--- src/hw/rtl/smf_pkg.sv ---
// Shared types, constants and helper functions of the running median filter.
package smf_pkg;

    localparam int MAX_WINDOW = 16;
    localparam int IDX_W      = (MAX_WINDOW > 1) ? $clog2(MAX_WINDOW) : 1;
    localparam int LEN_W      = $clog2(MAX_WINDOW + 1);
    localparam int SAMPLE_W   = 16;
    localparam int CFG_W      = 5;
    localparam int RESET_LEN  = 5;

    typedef logic [SAMPLE_W-1:0] t_sample;
    typedef logic [IDX_W-1:0]    t_idx;
    typedef logic [LEN_W-1:0]    t_len;

    typedef enum logic [1:0] {
        ST_IDLE,
        ST_RANK,
        ST_PUB
    } t_state;

    // Commands from the controller to the datapath.
    typedef struct packed {
        logic accept;   // store the incoming sample and restart the rank walk
        logic rank;     // rank the current candidate and step to the next one
        logic publish;  // move the captured median into the output register
    } t_cmd;

    // Status from the datapath to the controller.
    typedef struct packed {
        logic last_cand;  // the current candidate is the last active entry
        logic out_free;   // the output register can take a new word
    } t_stat;

    // Register value clamped to the lengths the window supports.
    function automatic t_len eff_len(input logic [CFG_W-1:0] value);
        t_len result;
        if (value == '0) begin
            result = t_len'(1);
        end else if (int'(value) > MAX_WINDOW) begin
            result = t_len'(MAX_WINDOW);
        end else begin
            result = t_len'(value);
        end
        return result;
    endfunction

endpackage

--- src/hw/rtl/smf_ctrl.sv ---
// Controller state machine of the running median filter.
module smf_ctrl
    import smf_pkg::*;
(
    input  logic  i_clk,
    input  logic  i_rst_n,
    input  logic  i_in_valid,
    output logic  o_in_ready,
    input  t_stat i_stat,
    output t_cmd  o_cmd
);

    t_state r_state;
    t_state n_state;

    always_ff @(posedge i_clk) begin
        if (!i_rst_n) begin
            r_state <= ST_IDLE;
        end else begin
            r_state <= n_state;
        end
    end

    always_comb begin
        n_state = r_state;
        unique case (r_state)
            ST_IDLE: begin
                if (i_in_valid) begin
                    n_state = ST_RANK;
                end
            end
            ST_RANK: begin
                if (i_stat.last_cand) begin
                    n_state = ST_PUB;
                end
            end
            ST_PUB: begin
                if (i_stat.out_free) begin
                    n_state = ST_IDLE;
                end
            end
            default: n_state = ST_IDLE;
        endcase
    end

    always_comb begin
        o_in_ready  = 1'b0;
        o_cmd       = '0;
        unique case (r_state)
            ST_IDLE: begin
                o_in_ready   = 1'b1;
                o_cmd.accept = i_in_valid;
            end
            ST_RANK: begin
                o_cmd.rank = 1'b1;
            end
            ST_PUB: begin
                o_cmd.publish = i_stat.out_free;
            end
            default: begin
                o_in_ready = 1'b0;
            end
        endcase
    end

`ifndef NO_ASSERTIONS
    // A word is only taken in while no other one is being ranked.
    a_accept_idle: assert property (@(posedge i_clk) disable iff (!i_rst_n)
        o_cmd.accept |-> (r_state == ST_IDLE))
        else $error("sample accepted outside idle");

    // The rank walk always follows an accepted word.
    a_accept_rank: assert property (@(posedge i_clk) disable iff (!i_rst_n)
        o_cmd.accept |=> (r_state == ST_RANK))
        else $error("rank walk did not start after accept");

    // Publishing never overwrites a word the sink has not taken.
    a_pub_free: assert property (@(posedge i_clk) disable iff (!i_rst_n)
        o_cmd.publish |-> i_stat.out_free)
        else $error("publish while output register busy");
`endif

endmodule

--- src/hw/rtl/smf_datapath.sv ---
// Datapath of the running median filter: window, rank unit and output register.
module smf_datapath
    import smf_pkg::*;
(
    input  logic             i_clk,
    input  logic             i_rst_n,
    input  t_cmd             i_cmd,
    output t_stat            o_stat,
    input  t_sample          i_sample,
    input  logic             i_cfg_we,
    input  logic [CFG_W-1:0] i_cfg_data,
    output logic             o_out_valid,
    input  logic             i_out_ready,
    output t_sample          o_out_median,
    output logic             o_out_full
);

    t_sample r_win [MAX_WINDOW];
    t_idx    r_wpos;
    logic    r_full;
    t_len    r_len;
    t_idx    r_idx;
    t_sample r_med;
    logic    r_out_valid;
    t_sample r_out_median;
    logic    r_out_full;

    t_sample         w_cand;
    logic [MAX_WINDOW-1:0] w_less;
    t_len            w_rank;
    t_len            w_next_pos;

    assign w_cand     = r_win[r_idx];
    assign w_next_pos = t_len'(r_wpos) + t_len'(1);

    // An entry ranks below the candidate if it is smaller, or equal and earlier,
    // so every active entry gets a distinct rank.
    always_comb begin
        for (int j = 0; j < MAX_WINDOW; j++) begin
            w_less[j] = (t_len'(j) < r_len) &&
                        ((r_win[j] < w_cand) ||
                         ((r_win[j] == w_cand) && (t_idx'(j) < r_idx)));
        end
    end

    assign w_rank = t_len'($countones(w_less));

    assign o_stat.last_cand = (t_len'(r_idx) == (r_len - t_len'(1)));
    assign o_stat.out_free  = !r_out_valid || i_out_ready;

    always_ff @(posedge i_clk) begin
        if (!i_rst_n || i_cfg_we) begin
            for (int j = 0; j < MAX_WINDOW; j++) begin
                r_win[j] <= '0;
            end
            r_wpos <= '0;
            r_full <= 1'b0;
        end else if (i_cmd.accept) begin
            r_win[r_wpos] <= i_sample;
            if (w_next_pos >= r_len) begin
                r_wpos <= '0;
                r_full <= 1'b1;
            end else begin
                r_wpos <= t_idx'(w_next_pos);
            end
        end
    end

    always_ff @(posedge i_clk) begin
        if (!i_rst_n) begin
            r_len <= t_len'(RESET_LEN);
        end else if (i_cfg_we) begin
            r_len <= eff_len(i_cfg_data);
        end
    end

    always_ff @(posedge i_clk) begin
        if (i_cmd.accept) begin
            r_idx <= '0;
        end else if (i_cmd.rank) begin
            r_idx <= r_idx + t_idx'(1);
        end
        if (i_cmd.rank && (w_rank == (r_len >> 1))) begin
            r_med <= w_cand;
        end
    end

    always_ff @(posedge i_clk) begin
        if (!i_rst_n) begin
            r_out_valid <= 1'b0;
        end else if (i_cmd.publish) begin
            r_out_valid <= 1'b1;
        end else if (i_out_ready) begin
            r_out_valid <= 1'b0;
        end
    end

    always_ff @(posedge i_clk) begin
        if (i_cmd.publish) begin
            r_out_median <= r_med;
            r_out_full   <= r_full;
        end
    end

    assign o_out_valid  = r_out_valid;
    assign o_out_median = r_out_median;
    assign o_out_full   = r_out_full;

`ifndef NO_ASSERTIONS
    // The write position stays inside the active window.
    a_wpos_range: assert property (@(posedge i_clk) disable iff (!i_rst_n)
        t_len'(r_wpos) < r_len)
        else $error("write position outside the window");

    // The full flag only drops on reset or when the length is rewritten.
    a_full_sticky: assert property (@(posedge i_clk) disable iff (!i_rst_n)
        (r_full && !i_cfg_we) |=> r_full)
        else $error("full flag dropped without a length write");

    // A word waiting at the output is not replaced before it is taken.
    a_out_hold: assert property (@(posedge i_clk) disable iff (!i_rst_n)
        (r_out_valid && !i_out_ready) |=> (r_out_valid && $stable(r_out_median)))
        else $error("pending output word changed");
`endif

endmodule

--- src/hw/rtl/sliding_window_median_filter_core.sv ---
// Top level of the running median filter: controller and datapath joined.
//
// Each 16-bit sample overwrites the oldest entry of a circular window of
// window_len entries (1 to 16; 0 acts as 1, larger values as 16) and yields
// one output word: the element at index window_len/2 of the sorted window,
// with tuser high once the window has wrapped. Entries never written count
// as zero. Each sample is first stored, then the rank unit compares every
// active entry in turn against the whole window, and then the median is
// loaded into the output register once that register is free. Further
// samples wait until then, but a new sample is taken in while the previous
// word still waits at the output. Writing window_len clears the window and
// the flag; it is meant to be written only while the block is idle.
module sliding_window_median_filter_core
    import smf_pkg::*;
(
    input  logic             i_clk,
    input  logic             i_rst_n,
    input  logic             s_axis_tvalid,
    output logic             s_axis_tready,
    input  logic [15:0]      s_axis_tdata,   // [15:0] sample
    output logic             m_axis_tvalid,
    input  logic             m_axis_tready,
    output logic [15:0]      m_axis_tdata,   // [15:0] median
    output logic             m_axis_tuser,   // [0] window_full
    input  logic             i_cfg_valid,
    output logic             o_cfg_ready,
    input  logic [CFG_W-1:0] i_cfg_data      // [4:0] window_len
);

    t_cmd  w_cmd;
    t_stat w_stat;
    logic  w_cfg_we;

    assign o_cfg_ready = 1'b1;
    assign w_cfg_we    = i_cfg_valid;

    smf_ctrl u_ctrl (
        .i_clk      (i_clk),
        .i_rst_n    (i_rst_n),
        .i_in_valid (s_axis_tvalid),
        .o_in_ready (s_axis_tready),
        .i_stat     (w_stat),
        .o_cmd      (w_cmd)
    );

    smf_datapath u_datapath (
        .i_clk        (i_clk),
        .i_rst_n      (i_rst_n),
        .i_cmd        (w_cmd),
        .o_stat       (w_stat),
        .i_sample     (s_axis_tdata),
        .i_cfg_we     (w_cfg_we),
        .i_cfg_data   (i_cfg_data),
        .o_out_valid  (m_axis_tvalid),
        .i_out_ready  (m_axis_tready),
        .o_out_median (m_axis_tdata),
        .o_out_full   (m_axis_tuser)
    );

endmodule
--- config.mk ---
export PLATFORM = sky130hd
export DESIGN_NAME = sliding_window_median_filter_core
export DESIGN_NICKNAME = d
export VERILOG_FILES = /design/src/hw/rtl/smf_pkg.sv /design/src/hw/rtl/smf_ctrl.sv /design/src/hw/rtl/smf_datapath.sv /design/src/hw/rtl/sliding_window_median_filter_core.sv
export SDC_FILE = /design/constraint.sdc
export NUM_CORES = 1
export LEC_CHECK = 0
export BUFFER_PORTS_ARGS = -buffer_cell sky130_fd_sc_hd__buf_2
export CORE_MARGIN = 5
export CORE_UTILIZATION = 55
export DETAILED_ROUTE_END_ITERATION = 10
export PLACE_DENSITY = 0.71
export SLEW_MARGIN = 20
export SYNTH_ARGS = -nofsm -noshare
export SYNTH_HDL_FRONTEND = slang
export SYNTH_HIERARCHICAL = 1
export SYNTH_SLANG_ARGS = --single-unit
--- constraint.sdc ---
create_clock -name i_clk -period 29 [get_ports i_clk]
set_input_delay 4.35 -clock i_clk [delete_from_list [all_inputs] [get_ports i_clk]]
set_output_delay 4.35 -clock i_clk [all_outputs]
set_load 0.02 [all_outputs]
* After elaboration in Yosys (flattened, before gate mapping)
Memories as Yosys holds them, arrays and structs flattened. A register that Yosys moved wholly into a read port is not among the register bits.
Cells that the tools add are included.
** Operators by class
- Add/sub/neg operators :: 18
- Order comparisons :: 50
- Eq/ne operators :: 23
- Multiplexer cells :: 23
- Reductions and logical operators :: 59
** Operator list (number)
- equality test 16 bit :: 16
- less-than comparator 16 bit :: 16
- less-than comparator 4 x 5 -> 1 bit (first input constant) :: 8
- adder 5 bit :: 7
- logical AND 1 bit :: 33
- less-than comparator 4 bit (first input constant) :: 8
- less-than comparator 3 x 5 -> 1 bit (first input constant) :: 4
- logical OR 1 bit :: 18
- adder 1 x 1 -> 2 bit :: 8
- less-than comparator 3 x 4 -> 1 bit (first input constant) :: 4
- 2-to-1 mux 16 bit :: 1
- 2-to-1 mux 4 bit :: 4
- OR reduction 16 bit :: 1
- 2-to-1 mux 1 bit :: 12
- less-than comparator 1 x 5 -> 1 bit (first input constant) :: 2
- less-than comparator 2 x 5 -> 1 bit (first input constant) :: 2
- 2-to-1 mux 5 bit :: 2
- less-than comparator 1 x 4 -> 1 bit (first input constant) :: 2
- less-than comparator 2 x 4 -> 1 bit (first input constant) :: 2
- 2-to-1 mux 2 bit :: 3
- one-hot mux 2 bit (3 select lines) :: 1
- adder 4 x 1 -> 5 bit (second input constant) :: 1
- equality test 4 x 5 -> 1 bit :: 1
- equality test 5 x 4 -> 1 bit :: 1
- other kinds (14) :: 16
** Word-level totals
- Flip-flop bits (word level) :: 50
- Bits in writable memories :: 256
- Output and inout port bits :: 20
- Memories kept :: 1
** Memory list
- u_datapath.r_win :: words 16, bits a word 16, rd ports 17, clocked after memory_dff 1, wr ports 16, line smf_datapath.sv:18 : t_sample r_win [MAX_WINDOW];

* Depth between registers and ports, before layout
An unclocked memory read counts as a cell.
- Depth after elaboration :: 11
- Depth in mapped cells :: 25
- Depth with buffers taken out :: 23

* Hierarchy
Netlist, hierarchy kept.
** By module, submodules not included
- smf_datapath :: times used 1, cells an instance 1606, area each 19711.4 µm², seq. area each 9058.7 µm²
- smf_ctrl :: times used 1, cells an instance 12, area each 118.9 µm², seq. area each 40.0 µm²
- sliding_window_median_filter_core :: times used 1, cells an instance 2, area each 11.3 µm², seq. area each 0.0 µm²

* Worst setup path before layout
OpenSTA, ideal clock, no wires.
- Path kind :: register to register
- Start :: register (tool-made name)
- End :: register u_datapath.r_med[0] (enable)
- Data arrival time :: 9263 ps
- Required time :: 28523 ps
- Slack :: 19260 ps
- Cell stages (with the launch flop) :: 25
- Path buffers :: 2
- Clock period less this slack :: 9740 ps
- Cells stage by stage :: dfxtp_1 -> buf_6 -> buf_2 -> mux4_2 -> mux4_2 -> inv_1 -> ha_1 -> a21oi_1 -> o21ai_1 -> a221o_1 -> a2111o_1 -> a22oi_1 -> fa_1 -> fa_1 -> fa_1 -> inv_1 -> fa_1 -> inv_1 -> ha_1 -> inv_1 -> fa_1 -> xnor2_1 -> a21oi_1 -> nand3_1 -> a2111oi_0
** RTL lines
- end signal: assignment :: line smf_datapath.sv:84 : r_med <= w_cand;
- end: declaration :: line smf_datapath.sv:23 : t_sample r_med;

==> flow_metrics.py <==
metrics = {
    "synthesis": {
        "synth-edff-count": 289,
        "synth_seq_cells": 310,
        "seq_area_frac_synth_pct": 45.9,
        "ys.flop_type": "sky130_fd_sc_hd__edfxtp_1",
        "average_size_of_a_mapped_cell_um2": 12.2,
        "library_cells_used_by_synthesis": 67,
        "async_reset_ff_share_pct": 0,
        "synth_cell_area_um2": 19800,
        "postSynthNetCount": 1929,
        "syn_inst": 1620,
        "synth-warning-count": 6,
    },
    "routing": {
        "drt_pass1_iterations": 5,
        "routed-wl-met3_mm": 3.95,
        "dr.max_layer_used": "met5",
        "met1_length_mm": 22.4,
        "ant_nets": 0,
        "dr.first_iter.drc_count": 1184,
        "detail_route.wl_per_cell_um": 26.0,
        "route.detailed.drc": 0,
        "route.met2.wl_mm": 27.0,
        "detail_route.wirelength_mm": 55.9,
        "via_count": 13900,
        "avgViaCountPerCell": 6.48,
    },
    "cts": {
        "postCtsHoldBufs": 0,
        "post_cts.resized_instances": 0,
        "worst_case_clock_buffer_depth": 3,
        "clock_tree.root_cell": "sky130_fd_sc_hd__clkbuf_16",
        "cts-htree-levels": 2,
        "cts.reportedPaths.clkPinSlew_ns": 0.06,
        "cts_buffers": 36,
        "cts_tree": "done",
        "clock_sinks": 310,
        "clk-insertion-delay-late_ns": 0.54,
        "cts_post_setup_buffers_inserted": 0,
    },
    "global_route": {
        "initial_antenna_violation_count": 3,
        "grt_start_max_net_pins": 62,
        "number_of_global_route_vias_before_repair": 14200,
        "grt_remaining_overflow": 0,
        "wire_length_of_the_first_global_routing_pass_mm": 84.3,
        "grt_use_total_pct": 28.3,
    },
    "finish": {
        "final_layout_size_suffix_gt1_share_pct": 13.2,
        "flow.area_growth_from_synthesis_pct": 9.37,
        "ff_latch_area_um2": 9100,
        "final_area_um2": 21700,
        "antenna_cells_inserted": 0,
        "layout.nets": 1972,
        "multi_input_comb_area_um2": 10200,
        "filler_cell_count": 2828,
    },
    "power_and_ir_drop": {
        "cellLeakagePower_nw": 8.88,
        "worst_ir_drop_vdd_mv": 0.0639,
        "total_power_mw": 1.68,
        "pwrdens_nw_per_um2": 77.4,
    },
    "critical_path": {
        "crit_path_end_kind": "flop",
        "cp.arrival_ns": 9.31,
        "crit_path_largest_cell_delay_ns": 0.80,
        "crit_path_start_kind": "flop",
        "timing_worst_setup_path_type": "reg -> reg",
        "crit_slowest_cell": "sky130_fd_sc_hd__dfxtp_4",
        "critical_path_required_ns": 29.20,
        "crit_top_cell": "sky130_fd_sc_hd__fa_1",
        "cp_max_fo": 33,
        "crit_chain": "buf_4, mux4_2, mux4_2, inv_1, ha_1, a21oi_1, o21ai_1, a221o_1, a2111o_1, a22oi_1, fa_1, fa_1, fa_1, inv_1, fa_1, inv_1, ha_1, inv_1, fa_1, xnor2_1, a21oi_1, nand3_1, a2111oi_2, buf_4",
    },
    "timing": {
        "max_slew.worst_pin.slew_ns": 1.07,
        "report.final.slew_viol_count": 0,
        "finalHoldViolCount": 0,
        "period_minus_slack_ns": 9.11,
        "timing.slew.headroom_pct": 28.5,
        "tns_ns": 0,
        "min_period_over_period_pct": 31.4,
        "grt_setup_unrepaired": "false",
        "clock-skew-final_ns": 0.0178,
        "max_clock_freq_ghz": 0.110,
        "final_report_setup_violation_count": 0,
    },
    "die": {
        "start_util_pct": 55.8,
        "die-height_um": 200,
        "dieArea_um2": 40000,
        "rows": 69,
        "top_level_pins": 46,
        "core_um2": 35600,
        "floorplan.die.width_um": 200,
    },
    "min_path": {
        "hold_path.class": "reg -> reg",
    },
    "status": {
        "run_status": "completed",
    },
    "placed_design": {
        "gpl.final_weighted_congestion": 0.975,
        "place_area_um2": 20600,
        "placement.io_buffers": 44,
        "post-dp-hpwl_mm": 42.4,
    },
    "run": {
        "cap_violations": 0,
    },
}
[state kept, by name, indices dropped and copies added (netlist names), named ones only]
register,cells
u_datapath/o_out_valid,1
u_datapath/o_out_full,1
u_datapath/r_idx,4
u_datapath/o_out_median,16
u_datapath/r_len,5
u_datapath/r_wpos,4
u_datapath/r_full,1
u_datapath/r_win,256
u_ctrl/r_state,2
u_datapath/r_med,16
[final cells by class]
| cell class | count | share of cell area (%) |
|---|---|---|
| sequential | 310 | 42.0 |
| clock buffer | 49 | 4.52 |
| tap | 461 | 2.66 |
| timing repair buffer | 69 | 1.88 |
| inverter | 74 | 1.28 |
| multi-input combinational | 1172 | 47.1 |
| clock inverter | 13 | 0.652 |
[through the flow]
| step | instances | worst slack, ns | hold slack, ns | utilization [%] |
|---|---|---|---|---|
| floorplan | 1620 | 19.26 | 0.400 | - |
| global placement | 2086 | 20.03 | 0.413 | 57.8 |
| detailed placement | 2086 | 19.86 | 0.411 | 57.8 |
| CTS | 2148 | 19.81 | 0.428 | 61.0 |
| global route | 2148 | 19.29 | 0.437 | 61.0 |
| finish | 2148 | 19.89 | 0.424 | 61.0 |
[layer usage]
layer,vias up,global-route usage [%]
met2,546,47.3
met1,6984,36.9
met4,4,12.2
li1,6244,-
met5,-,0
met3,142,4.60
[power by group]
part | leakage [nW] | internal (mW) | switching (mW)
logic | 5.00 | 0.269 | 0.399
registers | 3.33 | 0.533 | 0.0371
clock network | 0.553 | 0.263 | 0.179
total | 8.88 | 1.06 | 0.615
[final timing paths]
path / depth (start not counted) / end / start / slack, ns
max: 24 / u_datapath/r_med[10] / flop / 19.89
min: 0 / u_datapath/o_out_median[10] / u_datapath/r_med[10] / 0.42
max reg2reg: 24 / u_datapath/r_med[10] / flop / 19.89
min reg2reg: 0 / u_datapath/o_out_median[10] / u_datapath/r_med[10] / 0.42
[critical path: cells and delay by family (launching register included)]
kind | cells | cell delay (ns)
fa+ha+maj | 7 | 3.13
simple gates | 1 | 0.11
mux | 2 | 1.09
flops | 1 | 0.80
buf+inv | 6 | 1.72
xor+xnor | 1 | 0.14
compound gates | 7 | 1.73
[cell families after synthesis]
| group | Yosys count | synth area share (%) |
|---|---|---|
| AO/OA/AOI/OAI | 271 | 8.46 |
| adder cells (fa/ha/maj) | 283 | 18.2 |
| flip-flops | 310 | 45.9 |
| other | 1 | 0.0189 |
| XOR/XNOR | 14 | 0.618 |
| buffers and inverters | 138 | 2.72 |
| AND/OR/NAND/NOR | 520 | 14.9 |
| multiplexers | 83 | 9.24 |
[cell usage in the layout (no fill, tap or decap), types with 25 or more instances in the layout]
master,Yosys,final
sky130_fd_sc_hd__edfxtp_1,289,289
sky130_fd_sc_hd__ha_1,273,273
sky130_fd_sc_hd__and2_1,260,260
sky130_fd_sc_hd__a21oi_1,96,96
sky130_fd_sc_hd__mux4_2,80,80
sky130_fd_sc_hd__inv_1,63,63
sky130_fd_sc_hd__nand2_1,60,60
sky130_fd_sc_hd__nor2_1,53,52
sky130_fd_sc_hd__o21ai_0,63,51
sky130_fd_sc_hd__buf_2,8,44
sky130_fd_sc_hd__nand4_1,38,38
sky130_fd_sc_hd__clkbuf_16,0,37
sky130_fd_sc_hd__nand3_1,35,35
sky130_fd_sc_hd__buf_4,1,25
[Yosys cell counts (6+ instances only)]
cell type	number	area share (%)
sky130_fd_sc_hd__nand3_1	35	0.88
sky130_fd_sc_hd__xnor2_1	8	0.35
sky130_fd_sc_hd__inv_2	11	0.21
sky130_fd_sc_hd__nor3_1	15	0.38
sky130_fd_sc_hd__clkbuf_1	53	1.0
sky130_fd_sc_hd__a211oi_1	12	0.45
sky130_fd_sc_hd__a211o_1	6	0.26
sky130_fd_sc_hd__nand4_1	38	1.2
sky130_fd_sc_hd__a21oi_1	96	2.4
sky130_fd_sc_hd__ha_1	273	17
sky130_fd_sc_hd__nand2_1	60	1.1
sky130_fd_sc_hd__o21ai_1	6	0.15
sky130_fd_sc_hd__edfxtp_1	289	44
sky130_fd_sc_hd__nor2_1	53	1.0
sky130_fd_sc_hd__a21o_1	21	0.79
sky130_fd_sc_hd__o21ai_0	63	1.6
sky130_fd_sc_hd__and2_1	260	8.2
sky130_fd_sc_hd__xor2_1	6	0.26
sky130_fd_sc_hd__nor2b_1	10	0.32
sky130_fd_sc_hd__dfxtp_1	21	2.1
sky130_fd_sc_hd__fa_1	10	1.0
sky130_fd_sc_hd__nor4_1	12	0.38
sky130_fd_sc_hd__mux4_2	80	9.1
sky130_fd_sc_hd__inv_1	63	1.2
sky130_fd_sc_hd__nand2b_1	14	0.44
sky130_fd_sc_hd__buf_2	8	0.20
sky130_fd_sc_hd__a2111oi_0	15	0.66
sky130_fd_sc_hd__o211ai_1	10	0.38
Power figures use the tool's default switching activity.
